`config.mk`:
```
export PLATFORM = sky130hd
export DESIGN_NAME = monitor_link_service_sequencer
export DESIGN_NICKNAME = d
export VERILOG_FILES = /design/src/sv/mlss_pkg.sv /design/src/sv/mlss_cfg_regs.sv /design/src/sv/mlss_step.sv /design/src/sv/monitor_link_service_sequencer.sv
export SDC_FILE = /design/constraint.sdc
export NUM_CORES = 1
export LEC_CHECK = 0
export ABC_AREA = 1
export BUFFER_PORTS_ARGS = -buffer_cell sky130_fd_sc_hd__buf_2
export CORE_ASPECT_RATIO = 0.5
export CORE_MARGIN = 5
export CORE_UTILIZATION = 60
export CTS_CLUSTER_DIAMETER = 200
export DETAILED_ROUTE_END_ITERATION = 16
export HOLD_SLACK_MARGIN = 0.02
export PLACE_DENSITY = 0.79
export SYNTH_ARGS = -nofsm -noshare
export SYNTH_HDL_FRONTEND = slang
export SYNTH_SLANG_ARGS = --single-unit
```
`constraint.sdc`:
```
create_clock -name clk -period 9 [get_ports clk]
set_input_delay 2.7 -clock clk [delete_from_list [all_inputs] [get_ports clk]]
set_output_delay 2.7 -clock clk [all_outputs]
set_load 0.1 [all_outputs]
```
`src/sv/mlss_pkg.sv`:
```
// Shared types and codes for the monitor link service sequencer.
// No dependencies; every other file imports this package.
`timescale 1ns / 1ps

package mlss_pkg;

  localparam int unsigned TIME_W  = 32;
  localparam int unsigned CNT_W   = 32;
  localparam int unsigned LIMIT_W = 16;
  localparam int unsigned STATE_W = 4;
  localparam int unsigned LINK_W  = 3;
  localparam int unsigned ACT_W   = 3;
  localparam int unsigned STS_W   = 2;
  localparam int unsigned CFG_IDX_W = 8;

  // Service states
  localparam logic [STATE_W-1:0] ST_BOOT    = 4'd0;
  localparam logic [STATE_W-1:0] ST_WAKE    = 4'd1;
  localparam logic [STATE_W-1:0] ST_CONFIG  = 4'd2;
  localparam logic [STATE_W-1:0] ST_START   = 4'd3;
  localparam logic [STATE_W-1:0] ST_WAIT    = 4'd4;
  localparam logic [STATE_W-1:0] ST_READ    = 4'd5;
  localparam logic [STATE_W-1:0] ST_PROCESS = 4'd6;
  localparam logic [STATE_W-1:0] ST_STANDBY = 4'd7;
  localparam logic [STATE_W-1:0] ST_SLEEP   = 4'd8;
  localparam logic [STATE_W-1:0] ST_FAULT   = 4'd9;

  // Link states
  localparam logic [LINK_W-1:0] LK_OFF   = 3'd0;
  localparam logic [LINK_W-1:0] LK_IDLE  = 3'd1;
  localparam logic [LINK_W-1:0] LK_READY = 3'd2;
  localparam logic [LINK_W-1:0] LK_XFER  = 3'd3;
  localparam logic [LINK_W-1:0] LK_ERROR = 3'd4;

  // Operations performed in a tick
  localparam logic [ACT_W-1:0] ACT_NONE      = 3'd0;
  localparam logic [ACT_W-1:0] ACT_WAKE      = 3'd1;
  localparam logic [ACT_W-1:0] ACT_CONFIG    = 3'd2;
  localparam logic [ACT_W-1:0] ACT_START     = 3'd3;
  localparam logic [ACT_W-1:0] ACT_READ      = 3'd4;
  localparam logic [ACT_W-1:0] ACT_WAKE_READ = 3'd5;

  // Status codes
  localparam logic [STS_W-1:0] STS_OK       = 2'd0;
  localparam logic [STS_W-1:0] STS_COMM_ERR = 2'd1;
  localparam logic [STS_W-1:0] STS_BAD_ST   = 2'd2;

  // Register indexes
  localparam logic [CFG_IDX_W-1:0] REG_MEASURE_PERIOD = 8'd0;
  localparam logic [CFG_IDX_W-1:0] REG_IDLE_TIMEOUT   = 8'd1;
  localparam logic [CFG_IDX_W-1:0] REG_SLEEP_TIMEOUT  = 8'd2;
  localparam logic [CFG_IDX_W-1:0] REG_CONV_TIME      = 8'd3;

  // Register reset values
  localparam logic [LIMIT_W-1:0] MEASURE_PERIOD_RST = 16'd100;
  localparam logic [LIMIT_W-1:0] IDLE_TIMEOUT_RST   = 16'd5;
  localparam logic [LIMIT_W-1:0] SLEEP_TIMEOUT_RST  = 16'd2000;
  localparam logic [LIMIT_W-1:0] CONV_TIME_RST      = 16'd8;

  typedef struct packed {
    logic [LIMIT_W-1:0] measure_period;
    logic [LIMIT_W-1:0] idle_timeout;
    logic [LIMIT_W-1:0] sleep_timeout;
    logic [LIMIT_W-1:0] conv_time;
  } limits_t;

  typedef struct packed {
    logic [STATE_W-1:0] svc_state;
    logic [LINK_W-1:0]  link;
    logic               configured;
    logic [TIME_W-1:0]  last_comm;
    logic [TIME_W-1:0]  last_meas;
    logic [TIME_W-1:0]  entry_time;
    logic [CNT_W-1:0]   meas_cnt;
    logic [CNT_W-1:0]   err_cnt;
  } seq_state_t;

  typedef struct packed {
    logic [TIME_W-1:0] now;
    logic              wake_ok;
    logic              xfer_ok;
  } tick_t;

endpackage

```
`src/sv/mlss_cfg_regs.sv`:
```
// Limit registers of the service sequencer, written through the config channel.
// Depends on mlss_pkg.
`timescale 1ns / 1ps

module mlss_cfg_regs (
  input  logic                           clk,
  input  logic                           rst,
  input  logic                           wr_en,
  input  logic [mlss_pkg::CFG_IDX_W-1:0] wr_index,
  input  logic [mlss_pkg::LIMIT_W-1:0]   wr_data,
  output mlss_pkg::limits_t              limits
);
  import mlss_pkg::*;

  always_ff @(posedge clk) begin
    if (rst) begin
      limits.measure_period <= MEASURE_PERIOD_RST;
      limits.idle_timeout   <= IDLE_TIMEOUT_RST;
      limits.sleep_timeout  <= SLEEP_TIMEOUT_RST;
      limits.conv_time      <= CONV_TIME_RST;
    end else if (wr_en) begin
      case (wr_index)
        REG_MEASURE_PERIOD: limits.measure_period <= wr_data;
        REG_IDLE_TIMEOUT:   limits.idle_timeout   <= wr_data;
        REG_SLEEP_TIMEOUT:  limits.sleep_timeout  <= wr_data;
        REG_CONV_TIME:      limits.conv_time      <= wr_data;
        default: ;  // unmapped index: write dropped
      endcase
    end
  end

endmodule

```
`src/sv/mlss_step.sv`:
```
// Next-state logic for one service tick: transitions, operations, status, counters.
// Depends on mlss_pkg.
`timescale 1ns / 1ps

module mlss_step (
  input  mlss_pkg::seq_state_t       cur,
  input  mlss_pkg::tick_t            tick,
  input  mlss_pkg::limits_t          limits,
  output mlss_pkg::seq_state_t       nxt,
  output logic [mlss_pkg::ACT_W-1:0] action,
  output logic [mlss_pkg::STS_W-1:0] status
);
  import mlss_pkg::*;

  logic [TIME_W-1:0] since_comm;
  logic [TIME_W-1:0] since_meas;
  logic [TIME_W-1:0] since_entry;
  logic              idle_hit;
  logic              sleep_hit;
  logic              period_hit;
  logic              conv_done;

  assign since_comm  = tick.now - cur.last_comm;
  assign since_meas  = tick.now - cur.last_meas;
  assign since_entry = tick.now - cur.entry_time;

  assign idle_hit   = since_comm  >= {{(TIME_W-LIMIT_W){1'b0}}, limits.idle_timeout};
  assign sleep_hit  = since_comm  >= {{(TIME_W-LIMIT_W){1'b0}}, limits.sleep_timeout};
  assign period_hit = since_meas  >= {{(TIME_W-LIMIT_W){1'b0}}, limits.measure_period};
  assign conv_done  = since_entry >  {{(TIME_W-LIMIT_W){1'b0}}, limits.conv_time};

  always_comb begin
    logic fault;
    fault  = 1'b0;
    nxt    = cur;
    action = ACT_NONE;
    status = STS_OK;

    case (cur.svc_state)
      ST_BOOT: begin
        nxt.configured = 1'b0;
        nxt.link       = LK_IDLE;
        nxt.entry_time = tick.now;
        nxt.svc_state  = ST_WAKE;
      end
      ST_STANDBY: begin
        if (period_hit) begin
          if (sleep_hit) begin
            nxt.configured = 1'b0;
            nxt.svc_state  = ST_WAKE;
          end else if (idle_hit) begin
            nxt.svc_state = ST_WAKE;
          end else begin
            nxt.svc_state = ST_START;
          end
          nxt.entry_time = tick.now;
        end
      end
      ST_WAKE: begin
        action = ACT_WAKE;
        if (tick.wake_ok) begin
          nxt.link       = LK_READY;
          nxt.last_comm  = tick.now;
          nxt.entry_time = tick.now;
          nxt.svc_state  = cur.configured ? ST_START : ST_CONFIG;
        end else begin
          fault = 1'b1;
        end
      end
      ST_CONFIG: begin
        action       = ACT_CONFIG;
        nxt.meas_cnt = '0;
        nxt.err_cnt  = '0;
        if (tick.xfer_ok) begin
          nxt.configured = 1'b1;
          nxt.link       = LK_READY;
          nxt.last_comm  = tick.now;
          nxt.entry_time = tick.now;
          nxt.svc_state  = ST_START;
        end else begin
          nxt.configured = 1'b0;
          fault          = 1'b1;
        end
      end
      ST_START: begin
        if (sleep_hit) begin
          nxt.configured = 1'b0;
          nxt.svc_state  = ST_WAKE;
        end else if (idle_hit) begin
          nxt.svc_state = ST_WAKE;
        end else begin
          action = ACT_START;
          if (tick.xfer_ok) begin
            nxt.link       = LK_XFER;
            nxt.last_comm  = tick.now;
            nxt.entry_time = tick.now;
            nxt.meas_cnt   = cur.meas_cnt + 1'b1;
            nxt.svc_state  = ST_WAIT;
          end else begin
            fault = 1'b1;
          end
        end
      end
      ST_WAIT: begin
        if (conv_done) begin
          if (idle_hit) begin
            action = ACT_WAKE;
            if (!tick.wake_ok) begin
              fault = 1'b1;
            end else begin
              nxt.link       = LK_READY;
              nxt.last_comm  = tick.now;
              nxt.entry_time = tick.now;
              nxt.svc_state  = ST_READ;
            end
          end else begin
            nxt.svc_state = ST_READ;
          end
        end
      end
      ST_READ: begin
        if (sleep_hit) begin
          nxt.configured = 1'b0;
          nxt.svc_state  = ST_WAKE;
        end else if (idle_hit && !tick.wake_ok) begin
          action = ACT_WAKE;  // wake failed, read skipped
          fault  = 1'b1;
        end else begin
          action = idle_hit ? ACT_WAKE_READ : ACT_READ;
          if (tick.xfer_ok) begin
            nxt.link      = LK_READY;
            nxt.last_comm = tick.now;
            nxt.last_meas = tick.now;
            nxt.svc_state = ST_PROCESS;
          end else begin
            // a successful wake still refreshes the comm time
            if (idle_hit) begin
              nxt.last_comm = tick.now;
            end
            fault = 1'b1;
          end
        end
      end
      ST_PROCESS: begin
        nxt.svc_state = ST_STANDBY;
      end
      ST_SLEEP: begin
        if (period_hit) begin
          nxt.configured = 1'b0;
          nxt.svc_state  = ST_WAKE;
        end
      end
      ST_FAULT: begin
        nxt.configured = 1'b0;
        nxt.link       = LK_ERROR;
        nxt.entry_time = tick.now;
        nxt.svc_state  = ST_WAKE;
      end
      default: begin
        nxt.configured = 1'b0;
        nxt.svc_state  = ST_FAULT;
        status         = STS_BAD_ST;
      end
    endcase

    if (fault) begin
      nxt.err_cnt   = nxt.err_cnt + 1'b1;
      nxt.link      = LK_ERROR;
      nxt.svc_state = ST_FAULT;
      status        = STS_COMM_ERR;
    end
  end

endmodule

```
`src/sv/monitor_link_service_sequencer.sv`:
```
// Top level of the battery-monitor chain service sequencer.
// Depends on mlss_pkg, mlss_cfg_regs and mlss_step.
`timescale 1ns / 1ps

//  channel | handshake            | payload
//  --------+----------------------+-----------------------------------------------
//  in      | in_valid / in_ready  | now_ms, wake_ok, xfer_ok
//  out     | out_valid / out_ready| next_state, link_mode, is_configured, action,
//          |                      | status, measure_total, comm_error_total
//  cfg     | cfg_valid / cfg_ready| cfg_index, cfg_data (16 bit limit)
//
// One tick per clock sustained while out_ready is high. A tick accepted lands in the input
// register, is evaluated against the sequencer state, and its result is registered in the
// result register and shown on the out port.
// Reset is synchronous; it empties both registers, restores the limits to
// their defaults and puts the sequencer in boot with cleared times and counts.
// If out_ready stays low the result beat holds, the input register fills with
// the next tick, and in_ready drops until the result is taken.
// cfg_ready is always high; a write to an unmapped index is accepted and dropped.

module monitor_link_service_sequencer (
  input  logic                           clk,
  input  logic                           rst,
  // tick input
  input  logic                           in_valid,
  output logic                           in_ready,
  input  logic [mlss_pkg::TIME_W-1:0]    now_ms,
  input  logic                           wake_ok,
  input  logic                           xfer_ok,
  // result output
  output logic                           out_valid,
  input  logic                           out_ready,
  output logic [mlss_pkg::STATE_W-1:0]   next_state,
  output logic [mlss_pkg::LINK_W-1:0]    link_mode,
  output logic                           is_configured,
  output logic [mlss_pkg::ACT_W-1:0]     action,
  output logic [mlss_pkg::STS_W-1:0]     status,
  output logic [mlss_pkg::CNT_W-1:0]     measure_total,
  output logic [mlss_pkg::CNT_W-1:0]     comm_error_total,
  // limit register writes
  input  logic                           cfg_valid,
  output logic                           cfg_ready,
  input  logic [mlss_pkg::CFG_IDX_W-1:0] cfg_index,
  input  logic [mlss_pkg::LIMIT_W-1:0]   cfg_data
);
  import mlss_pkg::*;

  limits_t            limits;
  tick_t              tick;       // input register payload
  logic               tick_full;  // input register holds a beat
  seq_state_t         seq;        // sequencer state
  seq_state_t         seq_next;
  logic [ACT_W-1:0]   step_action;
  logic [STS_W-1:0]   step_status;
  logic               advance;    // input beat moves to the result register

  assign cfg_ready = 1'b1;

  mlss_cfg_regs u_cfg (
    .clk      (clk),
    .rst      (rst),
    .wr_en    (cfg_valid),
    .wr_index (cfg_index),
    .wr_data  (cfg_data),
    .limits   (limits)
  );

  mlss_step u_step (
    .cur    (seq),
    .tick   (tick),
    .limits (limits),
    .nxt    (seq_next),
    .action (step_action),
    .status (step_status)
  );

  // Result register frees up when empty or being drained this cycle.
  assign advance  = tick_full && (!out_valid || out_ready);
  assign in_ready = !tick_full || advance;

  // Input register
  always_ff @(posedge clk) begin
    if (rst) begin
      tick_full <= 1'b0;
    end else if (in_ready) begin
      tick_full <= in_valid;
    end
  end

  always_ff @(posedge clk) begin
    if (in_valid && in_ready) begin
      tick.now     <= now_ms;
      tick.wake_ok <= wake_ok;
      tick.xfer_ok <= xfer_ok;
    end
  end

  // Sequencer state commits once per evaluated tick
  always_ff @(posedge clk) begin
    if (rst) begin
      seq.svc_state  <= ST_BOOT;
      seq.link       <= LK_OFF;
      seq.configured <= 1'b0;
      seq.last_comm  <= '0;
      seq.last_meas  <= '0;
      seq.entry_time <= '0;
      seq.meas_cnt   <= '0;
      seq.err_cnt    <= '0;
    end else if (advance) begin
      seq <= seq_next;
    end
  end

  // Result register
  always_ff @(posedge clk) begin
    if (rst) begin
      out_valid <= 1'b0;
    end else if (!out_valid || out_ready) begin
      out_valid <= tick_full;
    end
  end

  always_ff @(posedge clk) begin
    if (advance) begin
      next_state       <= seq_next.svc_state;
      link_mode        <= seq_next.link;
      is_configured    <= seq_next.configured;
      action           <= step_action;
      status           <= step_status;
      measure_total    <= seq_next.meas_cnt;
      comm_error_total <= seq_next.err_cnt;
    end
  end

endmodule

```
# Yosys cells after proc, flatten, opt, wreduce, memory -nomap -nowiden
# Index checks and enable logic that the tools add are counted.
# Widths: inputs -> output; s select.
# classes
add_sub_neg	5
order_cmp	4
eq_ne	22
mux	70
bitwise	2
reduce_logical	23
# op_table
cell	count
$mux 32	16
$mux 64	5
$pmux 32 s6	1
$pmux 32 s5	1
$ge 32x16->1	3
$sub 32x32->32	3
$add 32x1->32 const B	2
$pmux 32 s2	1
$mux 7	8
$pmux 4 s9	1
$gt 32x16->1	1
$mux 3	8
$mux 4	6
$pmux 3 s7	1
$reduce_and 9->1	2
$eq 4x3->1 const B	4
$eq 8x2->1 const B	2
$mux 1	15
$pmux 3 s5	1
$ne 2x2->1 const B	6
$pmux 1 s5	2
$reduce_or 10->1	1
$eq 4x2->1 const B	2
$eq 4x4->1 const B	2
17 further kinds	32
# totals
ff_bits	345
input_bits	63
elab_cells	150

# Depth between registers and ports, before layout
# Gate-level depths: netlist of run 1.
# logic_depth
word_depth	7
ltp_mapped	30
mapped_depth_nobuf	30

# Hierarchy
# Synthesis of run 1 repeated with hierarchy kept, for this count alone.
# hier_totals
hier_cells	5419
area_unflattened_um2	32052.0
# modules_own_cells
module	instances	cells_per_inst	area_per_inst_um2
mlss_step	1	3820	18316.3
monitor_link_service_sequencer	1	1227	11063.1
mlss_cfg_regs	1	372	2672.6

# Least setup slack after synthesis of run 1
# OpenSTA, ideal clock, no wires.
# synth_timing
path_kind	input -> output
from	input port out_ready
to	output port in_ready
t_arrival_ps	3508
required_time_ps	6300
setup_slack_ps	2792
path_stages	2
path_buffers	0
cell_sequence	inv_1 > nand3_1
# synth_between
elab_chain_len	3
# synth_lines
item	line	source
start, declared	monitor_link_service_sequencer.sv:32	input logic out_ready,
$logic_or 1x1->1	monitor_link_service_sequencer.sv:78	assign advance = tick_full && (!out_valid || out_ready);
$logic_and 1x1->1	monitor_link_service_sequencer.sv:78	
$logic_or 1x1->1	monitor_link_service_sequencer.sv:79	assign in_ready = !tick_full || advance;
end, declared	monitor_link_service_sequencer.sv:26	output logic in_ready,
# No other way between the ends.

# Worst setup path after layout of run 1
# Ends and elaborated chain as after synthesis.

==> results of run 1 <==
-- path summary, 6_finish.rpt --
| check | start | end | slack (ps) | cells after the start |
|---|---|---|---|---|
| hold / removal | seq[92] | seq[92] | 460 | 2 |
| setup / recovery | out_ready | in_ready | 2950 | 4 |
| hold reg to reg | seq[92] | seq[92] | 460 | 2 |
| setup reg to reg | tick[2] | seq[88] | 3350 | 28 |
-- registers in the layout, indices dropped and copies added, names as in the netlist --
register	flops
action	3
comm_error_total	32
is_configured	1
link_mode	3
measure_total	32
next_state	4
out_valid	1
seq	168
status	2
tick	34
tick_full	1
u_cfg.limits	64
-- routing by layer --
| layer | global-route usage [%] | share of wire, % | vias to the layer above |
|---|---|---|---|
| met5 | 0 | 0.0096 | - |
| met4 | 9.88 | 3.5 | 2 |
| met3 | 4.13 | 7.4 | 161 |
| met2 | 51.3 | 45 | 840 |
| met1 | 42.0 | 44 | 11100 |
| li1 | - | - | 12400 |
-- synth_stat cells, drive strengths merged --
master,instances,area share (%)
a211oi,42,1.8
a21o,4,0.12
a21oi,299,6.0
a221oi,1,0.035
a22oi,1,0.030
a31o,2,0.070
a31oi,5,0.13
a32oi,1,0.035
and2,4,0.10
and3,1,0.025
buf,37,0.88
clkbuf,67,1.0
clkinv,3,0.045
conb,1,0.015
dfxtp,234,19
dlygate4sd1,1,0.035
edfxtp,111,13
fa,3,0.24
ha,159,8.0
inv,741,11
nand2,973,15
nand3,201,4.1
nand3b,6,0.18
nand4,64,1.6
nor2,428,6.6
nor3,52,1.1
nor3b,3,0.090
nor4,25,0.65
o2111ai,1,0.035
o211a,1,0.040
o211ai,24,0.72
o21a,8,0.24
o21ai,229,4.6
o21bai,4,0.12
o31ai,1,0.030
or2,3,0.075
or4,1,0.030
xnor2,6,0.21
xor2,86,3.0
-- layout by cell type (no fill, tap or decap), drive strengths merged, types with 52 or more instances in the layout --
cell,Yosys,layout
xor2,86,86
a21oi,299,299
edfxtp,111,111
nand4,64,64
ha,159,159
clkbuf,67,52
nand2,973,973
o21ai,229,229
nor2,428,428
dfxtp,234,234
buf,37,154
nor3,52,52
nand3,201,201
inv,741,743
-- worst max-delay path, cell delays in order --
cell,delay (ps)
sky130_fd_sc_hd__buf_2,70
sky130_fd_sc_hd__inv_1,40
sky130_fd_sc_hd__nand3_1,90
sky130_fd_sc_hd__buf_2,440
-- per-stage QoR --
| step | util [%] | cell area, µm² |
|---|---|---|
| 3_3_place_gp | 63.8 | 26000 |
| 4_1_cts | 66.6 | 27100 |
| 6_report | 66.6 | 27100 |
| 2_1_floorplan | - | 24900 |
| 3_5_place_dp | 63.8 | 26000 |
| 5_1_grt | 66.6 | 27100 |
-- cell type report --
type,instances,area [µm²]
Tap cell,540,676
Antenna cell,1,2.50
Multi-Input combinational cell,2639,13700
Sequential cell,345,8020
Clock inverter,6,95.1
Timing Repair Buffer,154,806
Clock buffer,52,1050
Inverter,744,2800
Fill cell,3785,13600
-- power by group --
part	internal, mW	total (mW)	switching (mW)
registers	1.69	1.74	0.0587
clock network	0.855	1.48	0.628
logic	0.328	1.13	0.805
-- cells by family (layout without fill, tap and decap cells) --
family,after synthesis,count (layout),share of synthesized area (%)
AOI/OAI and AO/OA,623,623,14.0
DFF,345,345,32.1
and+or+nand+nor,1761,1761,29.2
buffers and inverters,849,956,13.1
other,1,2,0.0150
adders and majority gates,162,162,8.22
xor gates and xnor gates,92,92,3.23
==> metrics.txt, run 1 <==
# TYPE chip_impl_metric gauge
chip_impl_info{name="outcome",value="finished clean"} 1
chip_impl_metric{name="dr_total_vias",unit=""} 24500
chip_impl_metric{name="worst_path_required",unit="ps"} 6300
chip_impl_metric{name="grt_max_degree",unit=""} 105
chip_impl_info{name="crit_path_start_kind",value="input pin"} 1
chip_impl_metric{name="finalWorstPathRequiredPeriod",unit="ps"} 6050
chip_impl_metric{name="whs",unit="ps"} 464
chip_impl_metric{name="design.portCount",unit=""} 143
chip_impl_metric{name="cts-resized-gates",unit=""} 0
chip_impl_metric{name="synth-seq-area-share",unit="%"} 32.1
chip_impl_metric{name="first_pass_grt_wire_length",unit="mm"} 117
chip_impl_metric{name="cts.path.max_buffers",unit=""} 3
chip_impl_metric{name="postCtsHoldBufs",unit=""} 0
chip_impl_metric{name="finalCritPeriodShare",unit="%"} 67.2
chip_impl_metric{name="leakagePower",unit="nW"} 12.9
chip_impl_metric{name="port-buffer-count",unit=""} 141
chip_impl_metric{name="worst_clk_skew",unit="ps"} 34.4
chip_impl_metric{name="ant_nets",unit=""} 0
chip_impl_metric{name="netlist_area",unit="mm²"} 0.0249
chip_impl_metric{name="cts.clk_slew.worst_paths",unit="ps"} 70
chip_impl_metric{name="antenna_violations_before_repair",unit=""} 2
chip_impl_metric{name="syn-num-nets",unit=""} 4058
chip_impl_metric{name="die_width",unit="µm"} 298
chip_impl_metric{name="post_synth_inst_count",unit=""} 3833
chip_impl_info{name="root_buffer",value="sky130_fd_sc_hd__clkbuf_16"} 1
chip_impl_metric{name="relSlewSlack",unit="%"} 30.2
chip_impl_metric{name="fp.coreArea",unit="mm²"} 0.0407
chip_impl_info{name="worst_hold_path_type",value="reg2reg"} 1
chip_impl_metric{name="grt_util_all_layers",unit="%"} 30.8
chip_impl_metric{name="critical_path.max_fanout",unit=""} 3
chip_impl_metric{name="dp.cells",unit=""} 4422
chip_impl_info{name="crit_path_end_kind",value="output pin"} 1
chip_impl_metric{name="layout.cells.non_filler",unit=""} 4481
chip_impl_metric{name="die_area",unit="mm²"} 0.0460
chip_impl_metric{name="drtIter0Drc",unit=""} 1961
chip_impl_metric{name="synth_cell_types",unit=""} 53
chip_impl_metric{name="seq_cells_post_synth",unit=""} 345
chip_impl_metric{name="setup_violations",unit=""} 0
chip_impl_metric{name="floorplan.initialDensity",unit="%"} 61.2
chip_impl_metric{name="worst_ep_arrival_time",unit="ps"} 3350
chip_impl_metric{name="area_growth",unit="%"} 8.71
chip_impl_info{name="grt_setup_unrepaired",value="no"} 1
chip_impl_metric{name="detail_route.wirelength",unit="mm"} 72.9
chip_impl_metric{name="grt_pass1_vias",unit=""} 22900
chip_impl_metric{name="timing_hold_violations_final",unit=""} 0
chip_impl_metric{name="number_of_remaining_drc_errors",unit=""} 0
chip_impl_metric{name="power_density",unit="mW/mm²"} 161
chip_impl_metric{name="1st_pass_router_iterations",unit=""} 5
chip_impl_metric{name="ir_drop",unit="V"} 0.000173
chip_impl_metric{name="globalRouteOverflowTotal",unit=""} 0
chip_impl_metric{name="max-cap-violations",unit=""} 0
chip_impl_metric{name="post-dp-hpwl",unit="mm"} 55.7
chip_impl_metric{name="fp-row-count",unit=""} 52
chip_impl_metric{name="worstMarginPinSlew",unit="ps"} 1040
chip_impl_metric{name="via_per_inst",unit=""} 5.47
chip_impl_metric{name="fin_nets",unit=""} 4140
chip_impl_metric{name="wl_cell",unit="µm"} 16.3
chip_impl_metric{name="tritoncts_num_sinks",unit=""} 345
chip_impl_metric{name="fmax",unit="MHz"} 165
chip_impl_metric{name="clock_latency",unit="ps"} 620
chip_impl_metric{name="finalMaxSlewViolations",unit=""} 0
chip_impl_metric{name="routabilityCongestion",unit=""} 0.991
chip_impl_metric{name="die_outline_height",unit="µm"} 154
chip_impl_metric{name="post-cts-setup-buffers",unit=""} 0
chip_impl_metric{name="layout-drive-gt1-share",unit="%"} 6.90
chip_impl_metric{name="dpl_worst_slack",unit="ps"} 2950
chip_impl_metric{name="worst_slack_setup_final",unit="ps"} 2950
chip_impl_metric{name="total_power",unit="mW"} 4.36
chip_impl_metric{name="htreeDepth",unit=""} 1
chip_impl_metric{name="setup_tns",unit="ps"} 0
chip_impl_metric{name="synthesis.area_per_instance",unit="µm²"} 6.51
chip_impl_info{name="path_class",value="in2out"} 1
chip_impl_metric{name="cts_inserted_buffers",unit=""} 31
chip_impl_info{name="tritoncts",value="done"} 1
chip_impl_metric{name="synthesis.yosys.warnings",unit=""} 0
Note: power is estimated with default switching activity, not from simulation.
==> run 2, diff against run 1 <==
==> constraint.sdc (replaced) <==
create_clock -name clk -period 6 [get_ports clk]
set_input_delay 1.8 -clock clk [delete_from_list [all_inputs] [get_ports clk]]
set_output_delay 1.8 -clock clk [all_outputs]
set_load 0.1 [all_outputs]
==> run 2 against run 1 <==
Effect of this change: hold slack lost 2.6 ps; clock skew decreased by 8.9 ps; highest routed layer is now met4; global-route usage up 0.63 points.
==> metrics.txt, run 2 (synthesized netlist as in run 1, its figures left out) <==
# TYPE chip_impl_metric gauge
chip_impl_metric{name="tritoncts_num_sinks",unit=""} 345
chip_impl_metric{name="grt_util_all_layers",unit="%"} 31.4
chip_impl_metric{name="finalWorstPathRequiredPeriod",unit="ps"} 5410
chip_impl_metric{name="dr_total_vias",unit=""} 24900
chip_impl_metric{name="grt_max_degree",unit=""} 105
chip_impl_metric{name="die_width",unit="µm"} 298
chip_impl_metric{name="detail_route.wirelength",unit="mm"} 75.6
chip_impl_metric{name="critical_path.max_fanout",unit=""} 43
chip_impl_metric{name="worst_clk_skew",unit="ps"} 25.5
chip_impl_metric{name="cts.path.max_buffers",unit=""} 3
chip_impl_info{name="path_class",value="reg2reg"} 1
chip_impl_metric{name="port-buffer-count",unit=""} 141
chip_impl_metric{name="number_of_remaining_drc_errors",unit=""} 0
chip_impl_metric{name="timing_hold_violations_final",unit=""} 0
chip_impl_info{name="outcome",value="finished clean"} 1
chip_impl_info{name="worst_hold_path_type",value="reg2reg"} 1
chip_impl_info{name="crit_path_start_kind",value="flip-flop"} 1
chip_impl_metric{name="max-cap-violations",unit=""} 0
chip_impl_metric{name="design.portCount",unit=""} 143
chip_impl_metric{name="floorplan.initialDensity",unit="%"} 61.2
chip_impl_metric{name="power_density",unit="mW/mm²"} 238
chip_impl_info{name="r2r-end",value="seq[156]"} 1
chip_impl_metric{name="post-dp-hpwl",unit="mm"} 58.4
chip_impl_metric{name="htreeDepth",unit=""} 2
chip_impl_metric{name="wl_cell",unit="µm"} 16.8
chip_impl_metric{name="leakagePower",unit="nW"} 12.9
chip_impl_metric{name="regToRegSetupSlack",unit="ps"} 590
chip_impl_metric{name="worst-r2r-cell-count",unit=""} 29
chip_impl_metric{name="n_fill_cell",unit=""} 3815
chip_impl_metric{name="grt_pass1_vias",unit=""} 22800
chip_impl_metric{name="fp-row-count",unit=""} 52
chip_impl_metric{name="cts_inserted_buffers",unit=""} 34
chip_impl_metric{name="antennaDiodeCount",unit=""} 0
chip_impl_metric{name="area_growth",unit="%"} 8.83
chip_impl_metric{name="ant_nets",unit=""} 0
chip_impl_metric{name="ir_drop",unit="V"} 0.000222
chip_impl_metric{name="worst_path_required",unit="ps"} 6470
chip_impl_metric{name="total_power",unit="mW"} 6.45
chip_impl_metric{name="via_per_inst",unit=""} 5.53
chip_impl_info{name="crit_path_end_kind",value="flip-flop"} 1
chip_impl_info{name="most-common-layout-cells",value="966 x sky130_fd_sc_hd__nand2_1, 732 x sky130_fd_sc_hd__inv_1, 419 x sky130_fd_sc_hd__nor2_1"} 1
chip_impl_info{name="crit_path_end",value="seq[156]"} 1
chip_impl_metric{name="die_outline_height",unit="µm"} 154
chip_impl_metric{name="layout-drive-gt1-share",unit="%"} 7.18
chip_impl_metric{name="die_area",unit="mm²"} 0.0460
chip_impl_metric{name="setup_violations",unit=""} 0
chip_impl_metric{name="fp.coreArea",unit="mm²"} 0.0407
chip_impl_metric{name="worst_ep_arrival_time",unit="ps"} 5880
chip_impl_metric{name="postCtsHoldBufs",unit=""} 0
chip_impl_info{name="worst_path_most_repeated_cell",value="sky130_fd_sc_hd__nand2_1"} 1
chip_impl_metric{name="fin_nets",unit=""} 4157
chip_impl_metric{name="relSlewSlack",unit="%"} 26.8
chip_impl_metric{name="finalCritPeriodShare",unit="%"} 90.1
chip_impl_info{name="tritoncts",value="done"} 1
chip_impl_metric{name="first_pass_grt_wire_length",unit="mm"} 118
chip_impl_info{name="critical_path.reg2reg.startpoint",value="tick[2]"} 1
chip_impl_info{name="slowest_cp_cell",value="sky130_fd_sc_hd__nand3_2"} 1
chip_impl_metric{name="clock_latency",unit="ps"} 550
chip_impl_metric{name="drtIter0Drc",unit=""} 2264
chip_impl_metric{name="fmax",unit="MHz"} 185
chip_impl_metric{name="post-cts-setup-buffers",unit=""} 0
chip_impl_metric{name="antenna_violations_before_repair",unit=""} 0
chip_impl_metric{name="setup_tns",unit="ps"} 0
chip_impl_info{name="mostFrequentLayoutCell",value="sky130_fd_sc_hd__nand2_1"} 1
chip_impl_info{name="root_buffer",value="sky130_fd_sc_hd__clkbuf_16"} 1
chip_impl_metric{name="flip_flop_count_of_the_largest_register_all_copies_and_words_added",unit=""} 168
chip_impl_metric{name="worstMarginPinSlew",unit="ps"} 1090
chip_impl_info{name="reg.largest.list",value="seq: 168 flops, u_cfg.limits: 64 flops, tick: 34 flops"} 1
chip_impl_metric{name="cts-resized-gates",unit=""} 0
chip_impl_metric{name="1st_pass_router_iterations",unit=""} 6
chip_impl_metric{name="finalMaxSlewViolations",unit=""} 0
chip_impl_metric{name="timing.critical_path.slowest_cell_delay",unit="ps"} 660
chip_impl_info{name="grt_setup_unrepaired",value="no"} 1
chip_impl_info{name="timing.critical_path.from",value="tick[2]"} 1
chip_impl_metric{name="globalRouteOverflowTotal",unit=""} 0
chip_impl_metric{name="routabilityCongestion",unit=""} 0.980
chip_impl_metric{name="cts.clk_slew.worst_paths",unit="ps"} 70
chip_impl_info{name="largest-register",value="seq"} 1
==> run 2: cell count changes in the layout (fill, tap and decap cells not counted), moves of 2 or more <==
| cell | previous run | this run |
|---|---|---|
| sky130_fd_sc_hd__buf_4 | 14 | 27 |
| sky130_fd_sc_hd__clkbuf_1 | 7 | 13 |
| sky130_fd_sc_hd__clkbuf_8 | 9 | 4 |
| sky130_fd_sc_hd__clkbuf_16 | 36 | 34 |
| sky130_fd_sc_hd__inv_6 | 0 | 2 |
==> run 2: how the worst min path moves through the flow <==
stage / slack (ps) / from / endpoint / cells after the start
2_1_floorplan: 440 / u_cfg.limits[10] / u_cfg.limits[10] / 2
3_3_place_gp: 450 / u_cfg.limits[1] / u_cfg.limits[1] / 2
3_5_place_dp: 450 / u_cfg.limits[39] / u_cfg.limits[39] / 2
4_1_cts: 460 / u_cfg.limits[39] / u_cfg.limits[39] / 2
5_1_grt: 480 / seq[70] / seq[70] / 2
6_report: 460 / u_cfg.limits[38] / u_cfg.limits[38] / 2
==> run 2: routing by layer <==
metal / track usage, % / share of wire (%)
met4: 10.3 / 3.5
met3: 4.52 / 7.9
met1: 43.0 / 44
met2: 51.9 / 45
met5: 0 / 0
==> run 2: worst max-delay path, delay by kind of cell (launching register included) <==
family,cells,cell delay (ps)
compound gates,1,130
flops,1,400
xor+xnor,1,170
simple gates,20,2800
buf+inv,4,900
fa+ha+maj,3,890
==> run 2: power breakdown <==
part	leakage [nW]	total, mW	switching [mW]	internal [mW]
registers	2.97	2.61	0.0772	2.53
logic	9.45	1.73	1.23	0.500
clock network	0.518	2.11	0.955	1.16
total	12.9	6.45	2.26	4.19
==> run 2: final cells by class <==
class,count,area (µm²),share of cell area (%)
multi-input combinational,2639,13700,50.4
sequential,345,8020,29.5
inverter,744,2800,10.3
clock buffer,51,955,3.52
timing repair buffer,168,923,3.40
tap,540,676,2.49
clock inverter,11,106,0.392
==> run 2: per-stage QoR <==
step	hold slack, ps	setup WS, ps	std cells	area [µm²]	util (%)
after floorplan	435	1060	3833	24900	-
after CTS	464	697	4498	27100	66.7
after global routing	477	219	4498	27100	66.7
after detailed placement	454	764	4436	26100	64.1
final	461	594	4498	27100	66.7
after global placement	448	948	4436	26100	64.1
